File: config.mk
export PLATFORM = sky130hd
export DESIGN_NAME = gregorian_date_add_days_unit
export DESIGN_NICKNAME = d
export VERILOG_FILES = /design/src/rtl/gdad_pkg.sv /design/src/rtl/gdad_front.sv /design/src/rtl/gdad_queue.sv /design/src/rtl/gdad_back.sv /design/src/rtl/gregorian_date_add_days_unit.sv
export SDC_FILE = /design/constraint.sdc
export NUM_CORES = 1
export LEC_CHECK = 0
export BUFFER_PORTS_ARGS = -buffer_cell sky130_fd_sc_hd__buf_4
export CAP_MARGIN = 20
export CORE_UTILIZATION = 49
export CTS_BUF_LIST = sky130_fd_sc_hd__clkbuf_2 sky130_fd_sc_hd__clkbuf_4 sky130_fd_sc_hd__clkbuf_8
export CTS_CLUSTER_DIAMETER = 150
export CTS_CLUSTER_SIZE = 10
export DETAILED_ROUTE_END_ITERATION = 8
export PLACE_DENSITY = 0.63
export SLEW_MARGIN = 20
export SYNTH_ARGS = -nofsm -noshare
export SYNTH_HDL_FRONTEND = slang
export SYNTH_SLANG_ARGS = --single-unit
File: constraint.sdc
create_clock -name i_clk -period 12.3 [get_ports i_clk]
set_clock_uncertainty 0.1 [all_clocks]
set_input_delay 0.615 -clock i_clk [delete_from_list [all_inputs] [get_ports i_clk]]
set_output_delay 0.615 -clock i_clk [all_outputs]
set_load 0.02 [all_outputs]
File: src/rtl/gdad_pkg.sv
// Shared types, constants and calendar helpers for the Gregorian date-add unit.
`timescale 1ns / 1ps
`default_nettype none

package gdad_pkg;

    localparam int DAY_W  = 5;
    localparam int MON_W  = 4;
    localparam int YEAR_W = 14;
    localparam int DUR_W  = 16;
    localparam int CEN_W  = 7;   // year modulo one hundred
    localparam int QUO_W  = 8;   // year divided by one hundred
    localparam int C4_W   = 2;   // centuries modulo four

    localparam int IN_TDATA_W  = 40;
    localparam int OUT_TDATA_W = 24;

    localparam logic [YEAR_W-1:0] YEAR_MAX = YEAR_W'(9999);
    localparam logic [MON_W-1:0]  MONTHS   = MON_W'(12);
    localparam logic [CEN_W-1:0]  CEN_LAST = CEN_W'(99);

    // Division of the year by one hundred: (y * 5243) >> 19 is exact for y < 16384.
    localparam int RECIP_100   = 5243;
    localparam int RECIP_SHIFT = 19;
    localparam int PROD_W      = 27;
    localparam int CENTURY     = 100;

    localparam logic [MON_W-1:0] MON_JAN = MON_W'(1);
    localparam logic [MON_W-1:0] MON_FEB = MON_W'(2);
    localparam logic [MON_W-1:0] MON_APR = MON_W'(4);
    localparam logic [MON_W-1:0] MON_JUN = MON_W'(6);
    localparam logic [MON_W-1:0] MON_SEP = MON_W'(9);
    localparam logic [MON_W-1:0] MON_NOV = MON_W'(11);

    localparam int QDEPTH = 2;
    localparam int QAW    = $clog2(QDEPTH);

    // One classified date waiting to be walked forward.
    typedef struct packed {
        logic [DAY_W-1:0]  day;
        logic [MON_W-1:0]  month;
        logic [YEAR_W-1:0] year;
        logic [DUR_W-1:0]  rem;
        logic [CEN_W-1:0]  y100;
        logic [C4_W-1:0]   c4;
        logic              bad;
    } t_job;

    function automatic logic is_leap(input logic [1:0] y_low, input logic [CEN_W-1:0] y100,
                                     input logic [C4_W-1:0] c4);
        is_leap = (y_low == 2'd0) && ((y100 != '0) || (c4 == '0));
    endfunction

    function automatic logic [DAY_W-1:0] month_len(input logic [MON_W-1:0] m,
                                                   input logic leap);
        case (m)
            MON_FEB: month_len = leap ? DAY_W'(29) : DAY_W'(28);
            MON_APR, MON_JUN, MON_SEP, MON_NOV: month_len = DAY_W'(30);
            default: month_len = DAY_W'(31);
        endcase
    endfunction

endpackage

`default_nettype wire

File: src/rtl/gdad_front.sv
// Front end: accepts a transaction, splits the year by century and checks the date.
`timescale 1ns / 1ps
`default_nettype none

module gdad_front (
    input  wire logic                               i_clk,
    input  wire logic                               i_rst_n,
    input  wire logic                               i_s_axis_tvalid,
    output logic                                    o_s_axis_tready,
    input  wire logic [gdad_pkg::IN_TDATA_W-1:0]    i_s_axis_tdata,
    output logic                                    o_push,
    output gdad_pkg::t_job                          o_job,
    input  wire logic                               i_full
);

    typedef enum logic [2:0] {
        F_IDLE = 3'b001,
        F_DIV  = 3'b010,
        F_CLS  = 3'b100
    } t_fstate;

    t_fstate r_state, n_state;

    logic [gdad_pkg::DAY_W-1:0]  r_day;
    logic [gdad_pkg::MON_W-1:0]  r_month;
    logic [gdad_pkg::YEAR_W-1:0] r_year;
    logic [gdad_pkg::DUR_W-1:0]  r_dur;
    logic [gdad_pkg::QUO_W-1:0]  r_quot;

    logic [gdad_pkg::PROD_W-1:0] w_prod;
    logic [gdad_pkg::CEN_W-1:0]  w_y100;
    logic                        w_leap;
    logic                        w_bad;

    assign o_s_axis_tready = (r_state == F_IDLE);

    always_ff @(posedge i_clk) begin
        if (!i_rst_n) begin
            r_state <= F_IDLE;
        end else begin
            r_state <= n_state;
        end
    end

    always_comb begin
        n_state = r_state;
        o_push  = 1'b0;
        case (r_state)
            F_IDLE: begin
                if (i_s_axis_tvalid) begin
                    n_state = F_DIV;
                end
            end
            F_DIV: begin
                n_state = F_CLS;
            end
            F_CLS: begin
                if (!i_full) begin
                    o_push  = 1'b1;
                    n_state = F_IDLE;
                end
            end
            default: begin
                n_state = F_IDLE;
            end
        endcase
    end

    assign w_prod = gdad_pkg::PROD_W'(r_year) * gdad_pkg::PROD_W'(gdad_pkg::RECIP_100);

    always_ff @(posedge i_clk) begin
        if (r_state == F_IDLE && i_s_axis_tvalid) begin
            r_day   <= i_s_axis_tdata[4:0];
            r_month <= i_s_axis_tdata[8:5];
            r_year  <= i_s_axis_tdata[22:9];
            r_dur   <= i_s_axis_tdata[38:23];
        end
        if (r_state == F_DIV) begin
            r_quot <= w_prod[gdad_pkg::RECIP_SHIFT +: gdad_pkg::QUO_W];
        end
    end

    assign w_y100 = gdad_pkg::CEN_W'(r_year - gdad_pkg::YEAR_W'(r_quot * gdad_pkg::CENTURY));
    assign w_leap = gdad_pkg::is_leap(r_year[1:0], w_y100, r_quot[1:0]);

    always_comb begin
        w_bad = (r_day == '0) || (r_month == '0) || (r_month > gdad_pkg::MONTHS) ||
                (r_year == '0) || (r_year > gdad_pkg::YEAR_MAX);
        if (!w_bad && (r_day > gdad_pkg::month_len(r_month, w_leap))) begin
            w_bad = 1'b1;
        end
    end

    always_comb begin
        o_job.day   = r_day;
        o_job.month = r_month;
        o_job.year  = r_year;
        o_job.rem   = (r_dur == '0) ? '0 : r_dur - gdad_pkg::DUR_W'(1);
        o_job.y100  = w_y100;
        o_job.c4    = r_quot[1:0];
        o_job.bad   = w_bad;
    end

endmodule

`default_nettype wire

File: src/rtl/gdad_queue.sv
// Short job queue between the classifying front end and the date walker.
`timescale 1ns / 1ps
`default_nettype none

module gdad_queue (
    input  wire logic                         i_clk,
    input  wire logic                         i_rst_n,
    input  wire logic                         i_push,
    input  wire gdad_pkg::t_job               i_job,
    output logic                              o_full,
    input  wire logic                         i_pop,
    output gdad_pkg::t_job                    o_job,
    output logic                              o_empty,
    output logic [gdad_pkg::QAW:0]            o_count
);

    gdad_pkg::t_job r_slot [gdad_pkg::QDEPTH];

    logic [gdad_pkg::QAW-1:0] r_wp;
    logic [gdad_pkg::QAW-1:0] r_rp;
    logic [gdad_pkg::QAW:0]   r_cnt;
    logic                     w_do_push;
    logic                     w_do_pop;

    assign o_full    = (r_cnt == (gdad_pkg::QAW+1)'(gdad_pkg::QDEPTH));
    assign o_empty   = (r_cnt == '0);
    assign o_count   = r_cnt;
    assign o_job     = r_slot[r_rp];
    assign w_do_push = i_push && !o_full;
    assign w_do_pop  = i_pop && !o_empty;

    always_ff @(posedge i_clk) begin
        if (!i_rst_n) begin
            r_wp  <= '0;
            r_rp  <= '0;
            r_cnt <= '0;
        end else begin
            if (w_do_push) begin
                r_wp <= r_wp + gdad_pkg::QAW'(1);
            end
            if (w_do_pop) begin
                r_rp <= r_rp + gdad_pkg::QAW'(1);
            end
            case ({w_do_push, w_do_pop})
                2'b10:   r_cnt <= r_cnt + (gdad_pkg::QAW+1)'(1);
                2'b01:   r_cnt <= r_cnt - (gdad_pkg::QAW+1)'(1);
                default: r_cnt <= r_cnt;
            endcase
        end
    end

    always_ff @(posedge i_clk) begin
        if (w_do_push) begin
            r_slot[r_wp] <= i_job;
        end
    end

endmodule

`default_nettype wire

File: src/rtl/gdad_back.sv
// Back end: walks a date forward one month per cycle and holds the result register.
`timescale 1ns / 1ps
`default_nettype none

module gdad_back (
    input  wire logic                              i_clk,
    input  wire logic                              i_rst_n,
    input  wire gdad_pkg::t_job                    i_job,
    input  wire logic                              i_empty,
    output logic                                   o_pop,
    output logic                                   o_m_axis_tvalid,
    input  wire logic                              i_m_axis_tready,
    output logic [gdad_pkg::OUT_TDATA_W-1:0]       o_m_axis_tdata,
    output logic                                   o_m_axis_tuser
);

    typedef enum logic [2:0] {
        B_IDLE = 3'b001,
        B_RUN  = 3'b010,
        B_DONE = 3'b100
    } t_bstate;

    t_bstate r_state, n_state;

    logic [gdad_pkg::DAY_W-1:0]  r_day,   n_day;
    logic [gdad_pkg::MON_W-1:0]  r_month, n_month;
    logic [gdad_pkg::YEAR_W-1:0] r_year,  n_year;
    logic [gdad_pkg::DUR_W-1:0]  r_rem,   n_rem;
    logic [gdad_pkg::CEN_W-1:0]  r_y100,  n_y100;
    logic [gdad_pkg::C4_W-1:0]   r_c4,    n_c4;
    logic                        r_bad,   n_bad;

    logic                        r_ovalid, n_ovalid;
    logic [gdad_pkg::DAY_W-1:0]  r_oday,   n_oday;
    logic [gdad_pkg::MON_W-1:0]  r_omonth, n_omonth;
    logic [gdad_pkg::YEAR_W-1:0] r_oyear,  n_oyear;
    logic                        r_obad,   n_obad;

    logic [gdad_pkg::DAY_W-1:0]  w_left;

    assign w_left = gdad_pkg::month_len(r_month, gdad_pkg::is_leap(r_year[1:0], r_y100, r_c4))
                    - r_day;

    always_comb begin
        n_state  = r_state;
        n_day    = r_day;
        n_month  = r_month;
        n_year   = r_year;
        n_rem    = r_rem;
        n_y100   = r_y100;
        n_c4     = r_c4;
        n_bad    = r_bad;
        n_ovalid = r_ovalid;
        n_oday   = r_oday;
        n_omonth = r_omonth;
        n_oyear  = r_oyear;
        n_obad   = r_obad;
        o_pop    = 1'b0;

        if (r_ovalid && i_m_axis_tready) begin
            n_ovalid = 1'b0;
        end

        case (r_state)
            B_IDLE: begin
                if (!i_empty) begin
                    o_pop   = 1'b1;
                    n_day   = i_job.day;
                    n_month = i_job.month;
                    n_year  = i_job.year;
                    n_rem   = i_job.rem;
                    n_y100  = i_job.y100;
                    n_c4    = i_job.c4;
                    n_bad   = i_job.bad;
                    n_state = i_job.bad ? B_DONE : B_RUN;
                end
            end
            B_RUN: begin
                if (r_rem <= gdad_pkg::DUR_W'(w_left)) begin
                    // The rest of the run ends inside the current month.
                    n_day   = r_day + r_rem[gdad_pkg::DAY_W-1:0];
                    n_rem   = '0;
                    n_state = B_DONE;
                end else begin
                    n_rem = r_rem - gdad_pkg::DUR_W'(w_left) - gdad_pkg::DUR_W'(1);
                    n_day = gdad_pkg::DAY_W'(1);
                    if (r_month == gdad_pkg::MONTHS) begin
                        n_month = gdad_pkg::MON_JAN;
                        n_year  = r_year + gdad_pkg::YEAR_W'(1);
                        if (r_y100 == gdad_pkg::CEN_LAST) begin
                            n_y100 = '0;
                            n_c4   = r_c4 + gdad_pkg::C4_W'(1);
                        end else begin
                            n_y100 = r_y100 + gdad_pkg::CEN_W'(1);
                        end
                    end else begin
                        n_month = r_month + gdad_pkg::MON_W'(1);
                    end
                end
            end
            B_DONE: begin
                if (!r_ovalid || i_m_axis_tready) begin
                    n_ovalid = 1'b1;
                    n_oday   = r_bad ? '0 : r_day;
                    n_omonth = r_bad ? '0 : r_month;
                    n_oyear  = r_bad ? '0 : r_year;
                    n_obad   = r_bad;
                    n_state  = B_IDLE;
                end
            end
            default: begin
                n_state = B_IDLE;
            end
        endcase
    end

    always_ff @(posedge i_clk) begin
        if (!i_rst_n) begin
            r_state  <= B_IDLE;
            r_ovalid <= 1'b0;
        end else begin
            r_state  <= n_state;
            r_ovalid <= n_ovalid;
        end
    end

    always_ff @(posedge i_clk) begin
        r_day    <= n_day;
        r_month  <= n_month;
        r_year   <= n_year;
        r_rem    <= n_rem;
        r_y100   <= n_y100;
        r_c4     <= n_c4;
        r_bad    <= n_bad;
        r_oday   <= n_oday;
        r_omonth <= n_omonth;
        r_oyear  <= n_oyear;
        r_obad   <= n_obad;
    end

    assign o_m_axis_tvalid = r_ovalid;
    assign o_m_axis_tdata  = {1'b0, r_oyear, r_omonth, r_oday};
    assign o_m_axis_tuser  = r_obad;

endmodule

`default_nettype wire

File: src/rtl/gregorian_date_add_days_unit.sv
// Top level of the Gregorian date-add unit: front end, job queue and date walker.
`timescale 1ns / 1ps
`default_nettype none

// This unit takes a start date and an event length in days and returns the
// inclusive last day of the event, start plus duration minus one, following
// the Gregorian leap-year rules (every fourth year, except centuries that are
// not a multiple of four hundred). A duration of zero is treated as one day.
// A start date with day zero, a month outside 1 to 12, a year outside 1 to
// 9999 or a day past the end of its month is flagged on tuser, and the date
// fields of that result read zero. One result transaction comes out for each
// input transaction, in order. The front end handles each date in turn:
// capture, a reciprocal multiply that splits the year into centuries, and
// the validity check. It takes the next transaction once the last is queued.
// The back end then walks the date forward one month per cycle, skipping the
// walk for an invalid date. A two-entry queue between the two halves lets
// the front end check the next date while the back end walks the current one,
// and the output register lets the back end start a new date while a result
// waits.
module gregorian_date_add_days_unit (
    input  wire logic        i_clk,
    input  wire logic        i_rst_n,
    // Input transaction. tdata from bit 0: start_day[4:0], start_month[8:5],
    // start_year[22:9], duration_days[38:23], zero fill [39].
    input  wire logic        i_s_axis_tvalid,
    output logic             o_s_axis_tready,
    input  wire logic [39:0] i_s_axis_tdata,
    // Result transaction. tdata from bit 0: end_day[4:0], end_month[8:5],
    // end_year[22:9], zero fill [23]. tuser: date_invalid.
    output logic             o_m_axis_tvalid,
    input  wire logic        i_m_axis_tready,
    output logic [23:0]      o_m_axis_tdata,
    output logic             o_m_axis_tuser
);

    gdad_pkg::t_job             w_push_job;
    gdad_pkg::t_job             w_pop_job;
    logic                       w_push;
    logic                       w_full;
    logic                       w_pop;
    logic                       w_empty;
    logic [gdad_pkg::QAW:0]     w_count;

    // Captures the transaction and classifies it as valid or invalid.
    gdad_front u_front (
        .i_clk           (i_clk),
        .i_rst_n         (i_rst_n),
        .i_s_axis_tvalid (i_s_axis_tvalid),
        .o_s_axis_tready (o_s_axis_tready),
        .i_s_axis_tdata  (i_s_axis_tdata),
        .o_push          (w_push),
        .o_job           (w_push_job),
        .i_full          (w_full)
    );

    gdad_queue u_queue (
        .i_clk   (i_clk),
        .i_rst_n (i_rst_n),
        .i_push  (w_push),
        .i_job   (w_push_job),
        .o_full  (w_full),
        .i_pop   (w_pop),
        .o_job   (w_pop_job),
        .o_empty (w_empty),
        .o_count (w_count)
    );

    // Walks each valid date forward month by month and registers the result.
    gdad_back u_back (
        .i_clk           (i_clk),
        .i_rst_n         (i_rst_n),
        .i_job           (w_pop_job),
        .i_empty         (w_empty),
        .o_pop           (w_pop),
        .o_m_axis_tvalid (o_m_axis_tvalid),
        .i_m_axis_tready (i_m_axis_tready),
        .o_m_axis_tdata  (o_m_axis_tdata),
        .o_m_axis_tuser  (o_m_axis_tuser)
    );

`ifndef SYNTHESIS
    // The front end never pushes into a full queue.
    a_no_overflow: assert property (@(posedge i_clk) disable iff (!i_rst_n)
        !(w_push && w_full))
        else $error("job queue overflow");

    // The back end never pops an empty queue.
    a_no_underflow: assert property (@(posedge i_clk) disable iff (!i_rst_n)
        !(w_pop && w_empty))
        else $error("job queue underflow");

    // A flagged result carries an all-zero date.
    a_invalid_zero: assert property (@(posedge i_clk) disable iff (!i_rst_n)
        (o_m_axis_tvalid && o_m_axis_tuser) |-> (o_m_axis_tdata == '0))
        else $error("invalid result with nonzero date");

    // A good result has a real day and month.
    a_valid_date: assert property (@(posedge i_clk) disable iff (!i_rst_n)
        (o_m_axis_tvalid && !o_m_axis_tuser) |->
            ((o_m_axis_tdata[4:0] != 5'd0) && (o_m_axis_tdata[8:5] != 4'd0) &&
             (o_m_axis_tdata[8:5] <= gdad_pkg::MONTHS) && (o_m_axis_tdata[4:0] <= 5'd31)))
        else $error("result date out of calendar range");

    // The queue fill count never exceeds its depth.
    a_count_bound: assert property (@(posedge i_clk) disable iff (!i_rst_n)
        w_count <= (gdad_pkg::QAW+1)'(gdad_pkg::QDEPTH))
        else $error("job queue count out of range");
`endif

endmodule

`default_nettype wire
* Word-level counts from Yosys, hierarchy flattened
Memories as Yosys holds them, arrays and structs flattened. A register that Yosys moved wholly into a read port is not among the register bits.
Cells that the tools add are included.
** Word-level totals
- Register bits after elaboration :: 131
- Bits in writable memories :: 98
- Input port bits :: 44
- Logic and storage cells :: 164
- Memories kept :: 1
** Memories
- u_queue.r_slot :: depth 2, bits a word 49, read ports 1, clocked after memory_dff 1, write ports 1, RTL line gdad_queue.sv:17 : gdad_pkg::t_job r_slot [gdad_pkg::QDEPTH];
** Operators by class
- Add/sub/neg operators :: 14
- Multipliers :: 2
- Magnitude comparators :: 4
- Eq/ne operators :: 29
- Mux-type cells :: 50
- Bitwise operators :: 1
- Reduce and logical (&&, ||, !) cells :: 41
** Operator list (count)
- 16-bit two-way mux :: 3
- 14-bit two-way mux :: 3
- 16-bit one-hot mux with 2 select lines :: 1
- 16-bit by 1-bit subtractor with 16-bit output, second input constant :: 2
- 5-bit one-hot mux with 2 select lines :: 3
- 7-bit two-way mux :: 4
- 14-bit one-hot mux with 2 select lines :: 1
- 14-bit by 13-bit multiplier with 27-bit output, second input constant :: 1
- 4-bit == test, second input constant :: 5
- 3-bit two-way mux :: 6
- 3-bit one-hot mux with 3 select lines :: 2
- 4-bit by 3-bit == test with 1-bit output, second input constant :: 4
- 16-bit by 5-bit <= comparator with 1-bit output :: 1
- 16-bit zero test :: 1
- 16-bit by 5-bit subtractor with 16-bit output :: 1
- 14-bit by 1-bit adder with 14-bit output, second input constant :: 1
- 14-bit > comparator, second input constant :: 1
- 14-bit zero test :: 1
- 1-bit two-way mux :: 14
- 7-bit one-hot mux with 2 select lines :: 1
- 7-bit nonzero test :: 2
- 4-bit two-way mux :: 3
- 2-bit zero test :: 5
- 5-bit two-way mux :: 2
- other kinds (35) :: 73

* Logic depth before layout (Yosys ltp)
- Depth after elaboration :: 10
- Gate-level depth with buffers :: 18

* Cells and area by module
A second synthesis with hierarchy kept.
** Unflattened totals
- Cells, all modules :: 1110
- Area total of the unflattened synthesis :: 13608.1 µm²
** By module, submodules not included
- gdad_front :: instances 1, cells each 523, area an instance 5570.3 µm², seq. area each 1381.3 µm²
- gdad_back :: instances 1, cells each 409, area an instance 4279.1 µm², seq. area each 2272.2 µm²
- gdad_queue :: instances 1, cells each 178, area an instance 3758.6 µm², seq. area each 3042.9 µm²

* Least setup slack after synthesis
Ideal clock, no wire load.
- Path kind :: reg2reg
- Start point :: register u_back.r_y100[0] in the netlist's numbering
- End point :: register u_back.r_y100[0] in the netlist's numbering, enable pin
- Library setup time :: 428 ps
- Data arrival time :: 4623 ps
- Slack :: 7149 ps
- Stages on the path, launching flop included :: 18
- Clock period less this slack :: 5151 ps
- Cells stage by stage :: edfxtp_1 -> inv_1 -> ha_1 -> nor4b_1 -> nand2_1 -> nand3_1 -> a221oi_1 -> a21oi_1 -> ha_1 -> fa_1 -> nand3_1 -> xnor2_1 -> ha_1 -> clkbuf_1 -> o22ai_1 -> a21oi_1 -> o21ai_2 -> o21ai_0
** Between the ends
- Cells in the longest elaborated chain, start to end :: 9
** RTL lines
- start: declaration :: RTL line gdad_back.sv:29 : logic [gdad_pkg::CEN_W-1:0] r_y100, n_y100;
- start signal: assignment :: RTL line gdad_back.sv:132 : r_y100 <= n_y100;
- 7-bit nonzero test :: RTL line gdad_pkg.sv:51 : is_leap = (y_low == 2'd0) && ((y100 != '0) || (c4 == '0));
- 1-bit logical OR :: RTL line gdad_pkg.sv:51
- 1-bit logical AND :: RTL line gdad_pkg.sv:51
- 1-bit two-way mux :: RTL line gdad_pkg.sv:57 : MON_FEB: month_len = leap ? DAY_W'(29) : DAY_W'(28);
- 5-bit one-hot mux with 2 select lines :: RTL line gdad_pkg.sv:56 : case (m)
- 5-bit subtractor :: RTL line gdad_back.sv:42 : - r_day;
- 16-bit by 5-bit <= comparator with 1-bit output :: RTL line gdad_back.sv:79 : if (r_rem <= gdad_pkg::DUR_W'(w_left)) begin
- 2-bit != test (no source line)
- 4-bit AND reduction (no source line)
No other way between the ends.
A chain may end at the register's enable or synchronous reset.

* Worst setup path in the final report
- Start point :: register u_front.r_year[6] in the netlist's numbering
- End point :: register u_front.r_quot[2] in the netlist's numbering, data pin
** Between the ends
- Cells in the longest elaborated chain, start to end :: 1
** RTL lines
- start: declaration :: RTL line gdad_front.sv:26 : logic [gdad_pkg::YEAR_W-1:0] r_year;
- start signal: assignment :: RTL line gdad_front.sv:75 : r_year <= i_s_axis_tdata[22:9];
- 14-bit by 13-bit multiplier with 27-bit output :: RTL line gdad_front.sv:69 : assign w_prod = gdad_pkg::PROD_W'(r_year) * gdad_pkg::PROD_W'(gdad_pkg::RECIP_100);
- via u_front.w_prod (one bit) :: RTL line gdad_front.sv:30 : logic [gdad_pkg::PROD_W-1:0] w_prod;
- end signal: assignment :: RTL line gdad_front.sv:79 : r_quot <= w_prod[gdad_pkg::RECIP_SHIFT +: gdad_pkg::QUO_W];
- end: declaration :: RTL line gdad_front.sv:28 : logic [gdad_pkg::QUO_W-1:0] r_quot;
The timed path passes the listed nets, and every way through them passes these cells.

==> flow_summary.json <==
{
  "status": "completed",
  "hpwlAfterDp_mm": 18.6,
  "synthAdderAreaFrac_pct": 21.9,
  "synth_edf_count": 211,
  "syn_to_final_growth_pct": 10.2,
  "fin_crit_sh_pct": 41.6,
  "start_kind": "flip-flop",
  "port_buffers": 68,
  "synth_fp_nets": 1344,
  "cts_hold_buffers": 0,
  "mostFrequentLayoutCells": "edfxtp_1 (211), inv_1 (186), ha_1 (130)",
  "setup_viol": 0,
  "avgSynthCellArea_um2": 12.2,
  "ant_nets": 0,
  "antenna_cells": 0,
  "design.core.area_mm2": 0.0270,
  "wl_per_cell_um": 16.3,
  "yosysTopAreaCellShare_pct": 47.1,
  "post_cts_buffers": 0,
  "fmax_ghz": 0.196,
  "crit_type": "flip-flop to flip-flop",
  "cts_tree": "yes",
  "gp_congestion": 0.858,
  "r2r_slack_ns": 7.19,
  "first_iter_violations": 497,
  "clkLatencyLatePin_ns": 0.54,
  "synth_top_family_by_area": "adder cells",
  "ys_ff_latch": 223,
  "vias_per_cell": 5.19,
  "clock-sinks": 223,
  "post_cts_resize_count": 0,
  "finalCriticalPeriod_ns": 5.11,
  "postLayoutCoreUtil_pct": 55.0,
  "synth_compound_area_share_pct": 7.67,
  "synth_area_mm2": 0.0135,
  "max_slew_margin_pct": 33.2,
  "worst_ep_required_time_ns": 12.55,
  "yosysWarnings": 0,
  "async_flop_share_pct": 0,
  "dr.pass1.iters": 5,
  "die_x_um": 168,
  "grt_use_total_pct": 18.7,
  "die_y_um": 168,
  "worstPathArrival_ns": 5.36,
  "synthTopCellsByArea": "edfxtp_1 (47%), ha_1 (12%), fa_1 (9.8%)",
  "post_route_cells_drive_above_1_share_pct": 11.1,
  "path_max_fanout": 7,
  "yosys.area_share.xor_xnor_pct": 4.23,
  "total_power_w": 0.00247,
  "grt_max_degree": 67,
  "setup_tns_ns": 0,
  "worst_pin_slew_ns": 1.00,
  "yosysTopAreaCell": "edfxtp_1",
  "cts_max_level": 1,
  "end_kind": "flip-flop",
  "synthCells": 1104,
  "synth_cell_types": 59,
  "fp.dieArea_mm2": 0.0281,
  "p_per_area_mw_per_mm2": 167,
  "drc_errors": 0,
  "root_buffer": "clkbuf_8",
  "synth.area.mux_share_pct": 2.98,
  "rsz0062_at_grt": "no",
  "max_cap_viol_count": 0,
  "clockBufferDepth": 3,
  "antenna_found_initial": 1,
  "fin_nets": 1425,
  "clk_pin_slew_ns": 0.08,
  "power.leakage_nw": 5.97,
  "dpl_cell_area_mm2": 0.0144,
  "hold_viol": 0,
  "first_global_vias": 7989,
  "hold_class": "input pin to flip-flop",
  "ys_seq_area_share_pct": 48.9,
  "final_common_cell": "edfxtp_1",
  "nFillCells": 2336,
  "hold_slack_ns": 0.142,
  "via_count": 7963,
  "numCtsBuffers": 26,
  "grt_pass1_wl_mm": 41.4,
  "routed_wirelength_mm": 25.0,
  "ios": 71,
  "initial_utilization_pct": 49.9,
  "synthFlopType": "edfxtp_1",
  "grt-ovfl-total": 0,
  "row_count": 60,
  "finalInstanceArea_mm2": 0.0148,
  "slew_violations": 0,
  "ir_worst_vdd_v": 0.000157,
  "synth-simple-area-share_pct": 8.42
}
==> cells in the mapped netlist, drive strengths merged, types with 2 or more instances <==
library cell / instances
xnor2: 37
xor2: 28
a221oi: 3
nor3b: 3
or3: 3
o22ai: 21
nand3: 22
o221ai: 2
nor4: 3
a21o: 11
nor2: 53
nand2: 40
nand2b: 6
a211oi: 18
a21boi: 2
a31oi: 3
a21oi: 34
edfxtp: 211
nand3b: 3
or2: 2
clkbuf: 17
mux2i: 39
and3: 3
and2: 6
a31o: 5
dfxtp: 12
fa: 66
o211ai: 4
or4: 9
a2111oi: 4
o2111ai: 3
a22oi: 4
nor2b: 35
buf: 5
nor3: 15
o21ai: 26
nand4: 7
o21a: 5
nor4b: 6
o21bai: 2
inv: 186
ha: 130
==> critical path, stage by stage, from the launching register on <==
cell and delay (ns):
edfxtp_1 0.65, inv_1 0.27, fa_1 0.54, inv_1 0.04
ha_1 0.21, fa_1 0.53, inv_1 0.05, fa_1 0.49
fa_1 0.59, inv_1 0.05, ha_1 0.28, o21ai_0 0.10
a22oi_1 0.25, o211ai_1 0.18, a211oi_1 0.30, xor2_1 0.27
==> routing by layer <==
layer / GRT usage, % / up-vias / wire length (um) / part of all wire (%)
met3: 2.53 / 29 / 946 / 3.8
met4: 4.39 / 2 / 378 / 1.5
met5: 0 / - / 13 / 0.052
met1: 26.3 / 3792 / 12000 / 48
li1: - / 3991 / - / -
met2: 30.7 / 149 / 11700 / 47
==> cells by family (layout without fill, tap and decap cells) <==
family	count (synthesis)	after routing
DFF	223	223
and+or+nand+nor	218	218
buffers and inverters	208	297
adders and majority gates	196	196
AOI/OAI and AO/OA	153	153
xor gates and xnor gates	65	65
muxes	40	40
other	1	1
==> final timing paths <==
path,depth (start not counted),from,end
setup reg to reg,15,u_front.r_year[6],u_front.r_quot[2]
hold / removal,1,i_s_axis_tdata[13],u_front.r_year[4]
setup / recovery,15,u_front.r_year[6],u_front.r_quot[2]
hold reg to reg,1,u_front.r_state[0],u_front.r_state[2]
==> metrics by stage <==
step	worst slack, ns	cells
after floorplan	7.15	1104
after global placement	7.22	1498
after detailed placement	7.19	1498
after CTS	7.15	1534
after global routing	6.85	1534
final	7.19	1534
==> power by group <==
part | switching, W | internal [W]
logic | 0.000628 | 0.000440
registers | 0.0000417 | 0.000890
clock network | 0.000247 | 0.000223
total | 0.000917 | 0.00155
==> sequential cells by signal, indices dropped and copies added (netlist names), 3 cells and up, named ones only <==
name,cells
u_front.r_quot,5
u_back.r_oyear,14
u_back.r_state,3
u_front.r_day,5
u_queue.r_slot,94
u_back.r_month,4
u_front.r_state,3
u_front.r_month,4
u_front.r_year,14
u_back.r_omonth,4
u_back.r_y100,7
u_back.r_day,5
u_front.r_dur,16
u_back.r_year,14
u_back.r_rem,16
u_back.r_oday,5
==> cell type report <==
type	count	area, um2	share of cell area [%]
inverters	186	698	4.71
clock inverters	1	8.76	0.0591
flip-flops and latches	223	6580	44.4
repair buffers	75	563	3.80
multi-input cells	673	6120	41.3
well taps	341	427	2.88
clock buffers	35	432	2.91
No activity file was read; power rests on OpenSTA's default activity.
